[src/hdl/nspd_ram.sv]
// Generic single-port-write, single-port-read RAM with a registered read.
module nspd_ram #(
  parameter int unsigned Width = 8,
  parameter int unsigned Depth = 256
) (
  input  logic                     clk_i,
  input  logic                     we_i,
  input  logic [$clog2(Depth)-1:0] waddr_i,
  input  logic [Width-1:0]         wdata_i,
  input  logic                     re_i,
  input  logic [$clog2(Depth)-1:0] raddr_i,
  output logic [Width-1:0]         rdata_o
);

  logic [Width-1:0] mem_q [Depth];
  logic [Width-1:0] rdata_q;

  // Read returns the old contents when the same entry is written in the same cycle.
  always_ff @(posedge clk_i) begin
    if (we_i) begin
      mem_q[waddr_i] <= wdata_i;
    end
    if (re_i) begin
      rdata_q <= mem_q[raddr_i];
    end
  end

  assign rdata_o = rdata_q;

endmodule

[config.mk]
export PLATFORM = sky130hd
export DESIGN_NAME = nspd_ram
export DESIGN_NICKNAME = d
export VERILOG_FILES = /design/src/hdl/nspd_ram.sv
export SDC_FILE = /design/constraint.sdc
export NUM_CORES = 2
export LEC_CHECK = 0
export ABC_CLOCK_PERIOD_IN_PS = 2700
export BUFFER_PORTS_ARGS = -buffer_cell sky130_fd_sc_hd__buf_2
export CORE_ASPECT_RATIO = 0.9
export CORE_MARGIN = 4
export CORE_UTILIZATION = 40
export CTS_CLUSTER_SIZE = 24
export DETAILED_ROUTE_END_ITERATION = 10
export GPL_ROUTABILITY_DRIVEN = 0
export GPL_TIMING_DRIVEN = 0
export HOLD_SLACK_MARGIN = 0.12
export PLACE_DENSITY_LB_ADDON = 0.12
export REMOVE_ABC_BUFFERS = 1
export SLEW_MARGIN = 20
export SYNTH_ARGS = -nofsm -noshare
export SYNTH_HDL_FRONTEND = slang
export SYNTH_SLANG_ARGS = --single-unit
[constraint.sdc]
create_clock -name clk_i -period 2.7 [get_ports clk_i]
set_input_delay 0.135 -clock clk_i [delete_from_list [all_inputs] [get_ports clk_i]]
set_output_delay 0.135 -clock clk_i [all_outputs]
set_load 0.05 [all_outputs]
==> metrics <==
WHS=0.198 ns; Core Footprint=0.198 sq mm; Final Slew Violations=0; FF-to-FF setup slack=0.10 ns; worst slack, placed=-2.62 ns; fraction of layout cells with a size suffix above 1=23.5%; # port buffers=34; max cap viols=0; Routed Antenna Nets=0; mapped cell area=0.0796 sq mm; Critical Path End Type=register; # DRC=0; Design Area, Final=0.0910 sq mm; routed len/inst=32.0 microns; crit-path max cell delay=0.52 ns; xor/xnor cell area share of the yosys netlist=0%; CTS root buffer=clkbuf_16; Ports=35; Adder-Cell Fraction of Synth Area=0%; drt total wl=214 mm; largest area contributor in the netlist=edfxtp_1; pwr dens=722 mW/mm^2; TritonCTS clock tree=yes; final hold violation count=0; final setup skew=0.0278 ns; Site Rows=155; Setup Viol. Count Final=0; main combinational cell family by area after synthesis=multiplexers; fin crit period=2.67 ns; Syn Area/Cell=21.3 sq um; worst skew pair latency=0.82 ns; crit path cell chain=buf_8 > buf_16 > buf_16 > buf_16 > nand3b_1 > buf_12 > buf_4 > o221ai_1 > nor3_2 > a21oi_1 > a22oi_2 > nor4_2; Vias/cell=5.68; Worst Max-Slew Pin Slew=1.17 ns; Longest Clk Path Bufs=3; Top FF cell, synth=edfxtp_1; synthesized flop and latch total=2056; met1 Use GR=30.3%; CP Launch Type=input port; total clock sinks=2056; YS warnings=0; 1st-iter DRT viols=4297; worst-path fanout max=39; multiplexer share of the synthesized area=14.6%; TritonRoute pass-1 iters=7; TritonCTS Buffers=201; distinct cell type count after synthesis=54; LEAKAGE=27.8 nW; clk slew on worst S/H paths=0.06 ns; Setup CP Type=input port to register; met3 GRT Util=3.22%; Die Y=431 microns; r2r startpoint=mem_q[8][6]$_DFFE_PP_; Worst EP required=3.24 ns; fraction of registers with async set/reset=0%; initial antenna violation count=9; Worst Min Path Start=re_i; Total GRT Usage=20.5%; grt met2 use=32.7%; EDFF count, synth=2056; end of the worst hold path=rdata_o[3]$_DFFE_PP_; Peak Freq=375 MHz; global route hottest layer=met2; Sum Neg Setup Slack=0 ns; sequential fraction of the synthesis area=77.5%; Yosys top cell area share=77.5%; fin nets=3883; R2R cell count=6; Peak supply drop=0.631 mV; top cells by area, synth=edfxtp_1 (78%), mux4_2 (13%), mux2i_1 (1.7%); Synth Area in Compound Gates=3.42%; Critical-path top delay cell=a22oi_2; min-delay worst type=input port to register; initial core utilization=40.2%; reg2reg end=rdata_o[6]$_DFFE_PP_; hpwl dp=125 mm; number of global-route vias before repair=38.7k; unrepaired setup endpoints after global routing=false; Post-Syn Instances=3733; DR vias=38.1k; status=completed; H-Tree Depth=4; Fillers=16.8k; setup slack after layout=0.0305 ns; largest net degree at the start of global routing=113; arrival time worst endpoint=3.21 ns; GR Overflow Total=0; fin crit share=98.9%; count leader, synth=edfxtp_1; top post-synthesis cells by count=edfxtp_1 (2056), mux4_2 (454), nor2_1 (282), mux2i_1 (134), a22oi_1 (133); P&R area growth vs syn=14.3%; family with the most delay on the worst path=buffers and inverters; simple-gate share of the synthesized area=2.63%; Die Footprint=0.206 sq mm; first-pass GRT wire length=302 mm; Worst slew margin=21.4%; hold path depth=2; placed cell areas=0.0836 sq mm; CP Buf/Inv Count=6; die extent in x=478 microns; most used cell, CP=buf_16
## sequential cells by signal, indices dropped and copies added (netlist names)
register and cells:
mem_q 2048, rdata_o 8
## area by class of cell
cell class                      count  area [sq um]  area share, %
Sequential cell                  2056         61700           67.8
Antenna cell                        8          20.0         0.0220
Clock buffer                      272          5470           6.01
Inverter                            2          12.5         0.0138
Multi-Input combinational cell   1442         17000           18.7
Timing Repair Buffer              153          2700           2.97
Tap cell                         2669          3340           3.67
Clock inverter                     96           697          0.766
## per-stage QoR
stage / utilization [%] / total power, mW / instances
floorplan: - / 37.2 / 3500
global placement: 41.2 / 40.2 / 6203
detailed placement: 42.2 / 39.3 / 6276
CTS: 45.8 / 66.3 / 6684
global route: 45.9 / 67.9 / 6695
finish: 45.9 / 65.7 / 6698
## layer usage
layer / part of all wire [%] / up-vias
li1: - / 16000
met1: 45 / 20700
met2: 48 / 1089
met3: 5.4 / 258
met4: 1.8 / 0
met5: 0 / -
## worst max-delay path by stage
stage                     slack [ns]        from  depth (start not counted)                    to
final                           0.03  raddr_i[1]                         12  rdata_o[6]$_DFFE_PP_
after global routing            0.02  raddr_i[1]                         10  rdata_o[7]$_DFFE_PP_
after CTS                     0.0004  raddr_i[1]                         10  rdata_o[2]$_DFFE_PP_
after detailed placement       -2.62  raddr_i[0]                         10  rdata_o[3]$_DFFE_PP_
after global placement        -18.71  raddr_i[0]                          7  rdata_o[3]$_DFFE_PP_
after floorplan                 0.07  raddr_i[2]                          6  rdata_o[6]$_DFFE_PP_
## layout by cell type, fill, tap and decap left out, types with 22 or more instances in the layout
cell       count
nor2_1       276
clkinv_2      30
nor2b_1       27
mux2i_1      134
nand2_1       30
a22oi_1      132
o221ai_1      39
buf_16        45
nand3_1       25
edfxtp_1    2056
clkinv_1      47
clkbuf_16    212
buf_2         22
clkbuf_1      63
a21oi_1       96
mux4_2       454
o22ai_1       28
## what timing repair did
item | 4_1_cts | 5_1_grt
gates cloned | 17 | 3
endpoints found under the setup margin | 8 | 8
hold endpoints to repair | 1384 | 0
resized for setup | 56 | 12
setup buffers | 9 | 2
pin swaps | 6 | 3
hold buffers | 14 | 0
## logic make-up (layout without fill, tap and decap cells)
group / after synthesis / count (layout)
AO/OA/AOI/OAI: 385 / 385
buffers and inverters: 235 / 523
flip-flops: 2056 / 2056
multiplexers: 591 / 591
other: 0 / 8
AND/OR/NAND/NOR: 466 / 466
## power breakdown
group	internal, mW	switching [mW]
Clock	15.0	11.9
Sequential	35.2	0.0177
Combinational	1.30	2.35
Total	51.5	14.2
Note: power is estimated with default switching activity, not from simulation.
