[src/hdl/nspd_pkg.sv]
// Shared types, constants and register codes of the spike peak detector.
package nspd_pkg;

  // Number of tracked neurons and the width of a neuron index.
  localparam int unsigned NEURONS  = 256;
  localparam int unsigned NEURON_W = $clog2(NEURONS);

  // Width of the configuration register index.
  localparam int unsigned CFG_IDX_W = 8;

  // Configuration register indexes.
  localparam logic [CFG_IDX_W-1:0] CFG_PEAK_THRESHOLD     = 8'd0;
  localparam logic [CFG_IDX_W-1:0] CFG_COOLDOWN_THRESHOLD = 8'd1;
  localparam logic [CFG_IDX_W-1:0] CFG_SKIP_STEPS         = 8'd2;
  localparam logic [CFG_IDX_W-1:0] CFG_REST_VOLTAGE       = 8'd3;

  // Phase codes as stored per neuron and reported in each result.
  localparam logic [1:0] PH_FALLING = 2'd0;
  localparam logic [1:0] PH_RISING  = 2'd1;
  localparam logic [1:0] PH_PEAKED  = 2'd2;

  // Reset values of the registers (Q8.8 mV where signed).
  localparam logic [15:0] PEAK_THRESHOLD_RESET     = 16'h0000;
  localparam logic [15:0] COOLDOWN_THRESHOLD_RESET = 16'hD800;
  localparam logic [23:0] SKIP_STEPS_RESET         = 24'h000000;
  localparam logic [15:0] REST_VOLTAGE_RESET       = 16'hBF00;

  // Saturation limit of the peak counter.
  localparam logic [15:0] COUNT_MAX = 16'hFFFF;

  // One input item.
  typedef struct packed {
    logic [NEURON_W-1:0] neuron;
    logic signed [15:0]  voltage;
    logic [23:0]         step;
  } in_item_t;

  // One result item.
  typedef struct packed {
    logic        peak_now;
    logic [1:0]  phase;
    logic [15:0] peak_count;
    logic [23:0] first_peak_step;
    logic [23:0] last_peak_step;
  } out_item_t;

  // State held for one neuron in the state memory.
  typedef struct packed {
    logic [1:0]         phase;
    logic signed [15:0] prev_voltage;
    logic [15:0]        count;
    logic [23:0]        first_step;
    logic [23:0]        last_step;
  } entry_t;

  localparam int unsigned ENTRY_W = $bits(entry_t);

  // Contents of an entry that has not been written since reset.
  localparam entry_t ENTRY_RESET = '{
    phase:        PH_FALLING,
    prev_voltage: REST_VOLTAGE_RESET,
    count:        16'h0000,
    first_step:   24'h000000,
    last_step:    24'h000000
  };

  // Configuration registers that the update logic uses.
  typedef struct packed {
    logic signed [15:0] peak_threshold;
    logic signed [15:0] cooldown_threshold;
    logic [23:0]        skip_steps;
  } cfg_t;

endpackage

[src/hdl/nspd_update.sv]
// Next-state and result logic for one sample applied to one neuron entry.
module nspd_update (
  input  nspd_pkg::in_item_t  item_i,
  input  nspd_pkg::entry_t    cur_i,
  input  nspd_pkg::cfg_t      cfg_i,
  output nspd_pkg::entry_t    nxt_o,
  output nspd_pkg::out_item_t res_o
);

  logic       active;
  logic       peak;
  logic [1:0] phase;

  assign active = item_i.step > cfg_i.skip_steps;

  // Phase tracker with peak bookkeeping; skipped steps only refresh the voltage.
  always_comb begin
    nxt_o              = cur_i;
    nxt_o.prev_voltage = item_i.voltage;
    peak               = 1'b0;
    phase              = cur_i.phase;
    if (active) begin
      case (cur_i.phase)
        nspd_pkg::PH_PEAKED: begin
          if ($signed(item_i.voltage) < $signed(cfg_i.cooldown_threshold)) begin
            phase = nspd_pkg::PH_FALLING;
          end
        end
        nspd_pkg::PH_RISING: begin
          if (($signed(item_i.voltage) > $signed(cfg_i.peak_threshold)) &&
              ($signed(item_i.voltage) < $signed(cur_i.prev_voltage))) begin
            peak  = 1'b1;
            phase = nspd_pkg::PH_PEAKED;
            if (cur_i.count != nspd_pkg::COUNT_MAX) begin
              nxt_o.count = cur_i.count + 16'd1;
            end
            if (cur_i.first_step == 24'd0) begin
              nxt_o.first_step = item_i.step;
            end else begin
              nxt_o.last_step = item_i.step;
            end
          end
        end
        default: begin
          // Falling, and the unused code, which behaves as falling.
          if ($signed(item_i.voltage) > $signed(cur_i.prev_voltage)) begin
            phase = nspd_pkg::PH_RISING;
          end else begin
            phase = nspd_pkg::PH_FALLING;
          end
        end
      endcase
      nxt_o.phase = phase;
    end
  end

  // The result reports the entry as it stands after this sample.
  always_comb begin
    res_o.peak_now        = peak;
    res_o.phase           = phase;
    res_o.peak_count      = nxt_o.count;
    res_o.first_peak_step = nxt_o.first_step;
    res_o.last_peak_step  = nxt_o.last_step;
  end

endmodule

[config.mk]
export PLATFORM = sky130hd
export DESIGN_NAME = nspd_update
export DESIGN_NICKNAME = d
export VERILOG_FILES = /design/src/hdl/nspd_pkg.sv /design/src/hdl/nspd_update.sv
export SDC_FILE = /design/constraint.sdc
export NUM_CORES = 1
export LEC_CHECK = 0
export ABC_AREA = 1
export ABC_CLOCK_PERIOD_IN_PS = 2800
export BUFFER_PORTS_ARGS = -buffer_cell sky130_fd_sc_hd__buf_2
export CORE_AREA = 2 2 131 133
export DETAILED_ROUTE_END_ITERATION = 8
export DIE_AREA = 0 0 133 135
export GPL_TIMING_DRIVEN = 1
export MAX_ROUTING_LAYER = met4
export PLACE_DENSITY = 0.62
export SYNTH_ARGS = -nofsm -noshare
export SYNTH_HDL_FRONTEND = slang
export SYNTH_SLANG_ARGS = --single-unit
[constraint.sdc]
create_clock -name vclk -period 2.8
set_input_delay 0.42 -clock vclk [all_inputs]
set_output_delay 0.42 -clock vclk [all_outputs]
set_load 0.005 [all_outputs]
==> key figures <==
Routing
  • DRC Markers: 0
  • First-pass DRT Iterations: 6
  • Post-DR wirelength/cell: 13.20 um
  • Final wirelength: 16210 um
  • Post-DRT Antenna Nets: 0
  • Vias per inst: 4.281
  • Detailed Route Iter0 Violations: 139
  • Via count: 5257

Setup path
  • Worst Path Required: about 2.4 ns
  • Worst path slowest cell: ha_4
  • Critical path data arrival time: 2.43 ns
  • CP Max Fanout: 8
  • Setup crit end kind: output pin
  • WS Path Type: primary input to output pin
  • Critical Path, Cell by Cell: buf_2 > ha_4 > a21oi_1 > o21a_1 > nand2_1 > nand2_2 > nand2_1 > nand2_1 > nand2_2 > nor2_4 > nand2_8 > nor2_4 > buf_6 > a21o_1 > buf_2
  • Worst Setup Start Kind: primary input
  • CP max stage delay: between 0.2 and 0.3 ns
  • Most used cell, CP: nand2_1

Floorplanning
  • # rows: 47
  • IO Pins: 335
  • Core area: roughly 0.016 mm2
  • DIE AREA: between 0.015 and 0.02 mm2
  • Initial Util: 0.2374
  • Width of the die: 133 um
  • Die Ht: around 140 um

Placement
  • IO buf count: 327
  • Placed inst area: approximately 0.0056 mm2
  • Dpl hpwl: around 13000 um
  • DP Cell Count: roughly 1200
  • Routability cong.: just under 0.9

Logic synthesis
  • Syn_area_per_cell: about 5.6 um2
  • Seq/Total Area, Yosys: 0
  • Gate Count Post-Synth: 693
  • Top post-synthesis cells by area: ha_1 (24%), nand2_1 (19%), buf_4 (16%)
  • Syn Std Cell Area: about 0.0039 mm2
  • Area leader, netlist: ha_1
  • Share of the synthesized area in the top cell type: 0.2377
  • Number of library cell types mapped by synthesis: 32
  • Syn_nets: approximately 950
  • Yosys warnings: 0

Finish
  • Fillers: 1751
  • Clock buf count: 0
  • Antenna cells: 0
  • Seq Cell Count: 0
  • FF/Latch Area: 0 um2
  • Fin area: 0.006669 mm2
  • Area Growth Syn to Fin: 71.22%
  • Layout cells sized above 1: 0.5427
  • Fin nets: 1270
  • Post-Layout Cell Count: roughly 1200

Global routing
  • Initial antenna violation count: 0
  • Largest net degree at the start of global routing: 24
  • Global route overflow: 0
  • Number of global-route vias before repair: 4953
  • GRT Total Usage: 0.1657
  • Global-route wire length before repair: between 20000 and 25000 um

Timing
  • Worst slew pin tran: between 0.8 and 0.9 ns
  • Final TNS setup: -0.7391 ns
  • Final setup viols: 33
  • Final period util: 1.018
  • Period minus WS final: 2.852 ns
  • Slew Viols, Final: 0
  • PnR worst setup slack: -0.05169 ns
  • RSZ-0062 raised after global routing: true
  • Slew headroom: 0.3959
  • Max frequency: 350.7 MHz
  • Final hold violations: 0

Status
  • Failing checks: setup timing
  • Outcome: finished, violations left

Run
  • Maxcap violations: 0

Pwr
  • VDD IR max: 62.19 uV
  • Lkg Pwr: 3.913 nW
  • PwrDens: roughly 150 mW/mm2

Worst hold path
  • Hold Path Class: primary input to output pin
[cell families after synthesis]
family	after synthesis	share of synthesized area
AND/OR/NAND/NOR	292	0.3171
buffers and inverters	240	0.3199
AO/OA/AOI/OAI	83	0.1163
adder cells (fa/ha/maj)	74	0.2377
XOR/XNOR	4	0.008996
[per-stage QoR]
| step | total power [mW] | hold WS [ns] | setup slack, ns | util |
|---|---|---|---|---|
| global route | 1.087 | 1.052 | -0.1612 | 0.4065 |
| finish | 0.9763 | 1.041 | -0.05169 | 0.4065 |
| detailed placement | 0.7840 | 1.047 | -0.4534 | 0.3411 |
| floorplan | 0.4457 | 0.9126 | 0.1584 | - |
| CTS | 0.8779 | 1.039 | -0.03524 | 0.3759 |
| global placement | 0.7765 | 1.041 | -0.3864 | 0.3411 |
[synth_stat cells (all sizes together)]
cell type	number
a2111oi	1
a21o	7
a21oi	27
a31oi	1
buf	88
clkbuf	4
ha	74
inv	148
nand2	204
nand3	26
nand3b	1
nand4	12
nor2	40
nor3	7
nor4	2
o21a	3
o21ai	41
o21bai	3
xnor2	2
xor2	2
[placed cells by master, fill, tap and decap left out, types with 12 or more instances in the layout]
cell	synthesis	layout
nand2_1	202	159
buf_4	83	71
o21ai_0	29	16
buf_2	2	311
buf_6	1	17
ha_1	74	38
nand3_1	24	18
nand2_2	1	39
nand4_1	12	12
nor2_1	36	22
inv_1	148	133
o21ai_1	12	18
a21oi_1	27	19
ha_4	0	36
inv_2	0	14
[routing by layer]
layer  vias to the layer above  global-route usage  part of all wire
met4                         0             0.01195            0.0094
met2                       188              0.2985              0.51
li1                       2710                   -                 -
met3                        12            0.007883             0.043
met1                      2347              0.2145              0.44
met5                         -                   -                 0
[worst paths after layout]
path | start | end | cells after the start
worst max-delay path | item_i[29] | nxt_o[28] | 15
worst min-delay path | item_i[35] | nxt_o[75] | 2
[worst max-delay path: cells and delay by family]
kind,cells,cell delay [ns]
adders and majority gates,1,0.25
AOI/OAI and AO/OA,3,0.47
buffers and inverters,3,0.42
and+or+nand+nor,8,0.86
[layout make-up]
| class | count | area (um2) | area share |
|---|---|---|---|
| inverters | 148 | 563.0 | 0.08443 |
| multi-input cells | 456 | 3465 | 0.5195 |
| well taps | 220 | 275.3 | 0.04128 |
| repair buffers | 404 | 2366 | 0.3548 |
[power breakdown]
| part | switching [mW] | internal [mW] | total (mW) |
|---|---|---|---|
| Sequential | 0 | 0 | 0 |
| Clock | 0 | 0 | 0 |
| Combinational | 0.493 | 0.483 | 0.976 |
[what timing repair did]
action / in CTS / in global routing
resized for setup: 81 / 117
setup buffers: 9 / 4
pin swaps: 44 / 51
cloned: 3 / 0
hold buffers: 0 / 0
endpoints found under the setup margin: 133 / 133
No activity file was read; power rests on OpenSTA's default activity.
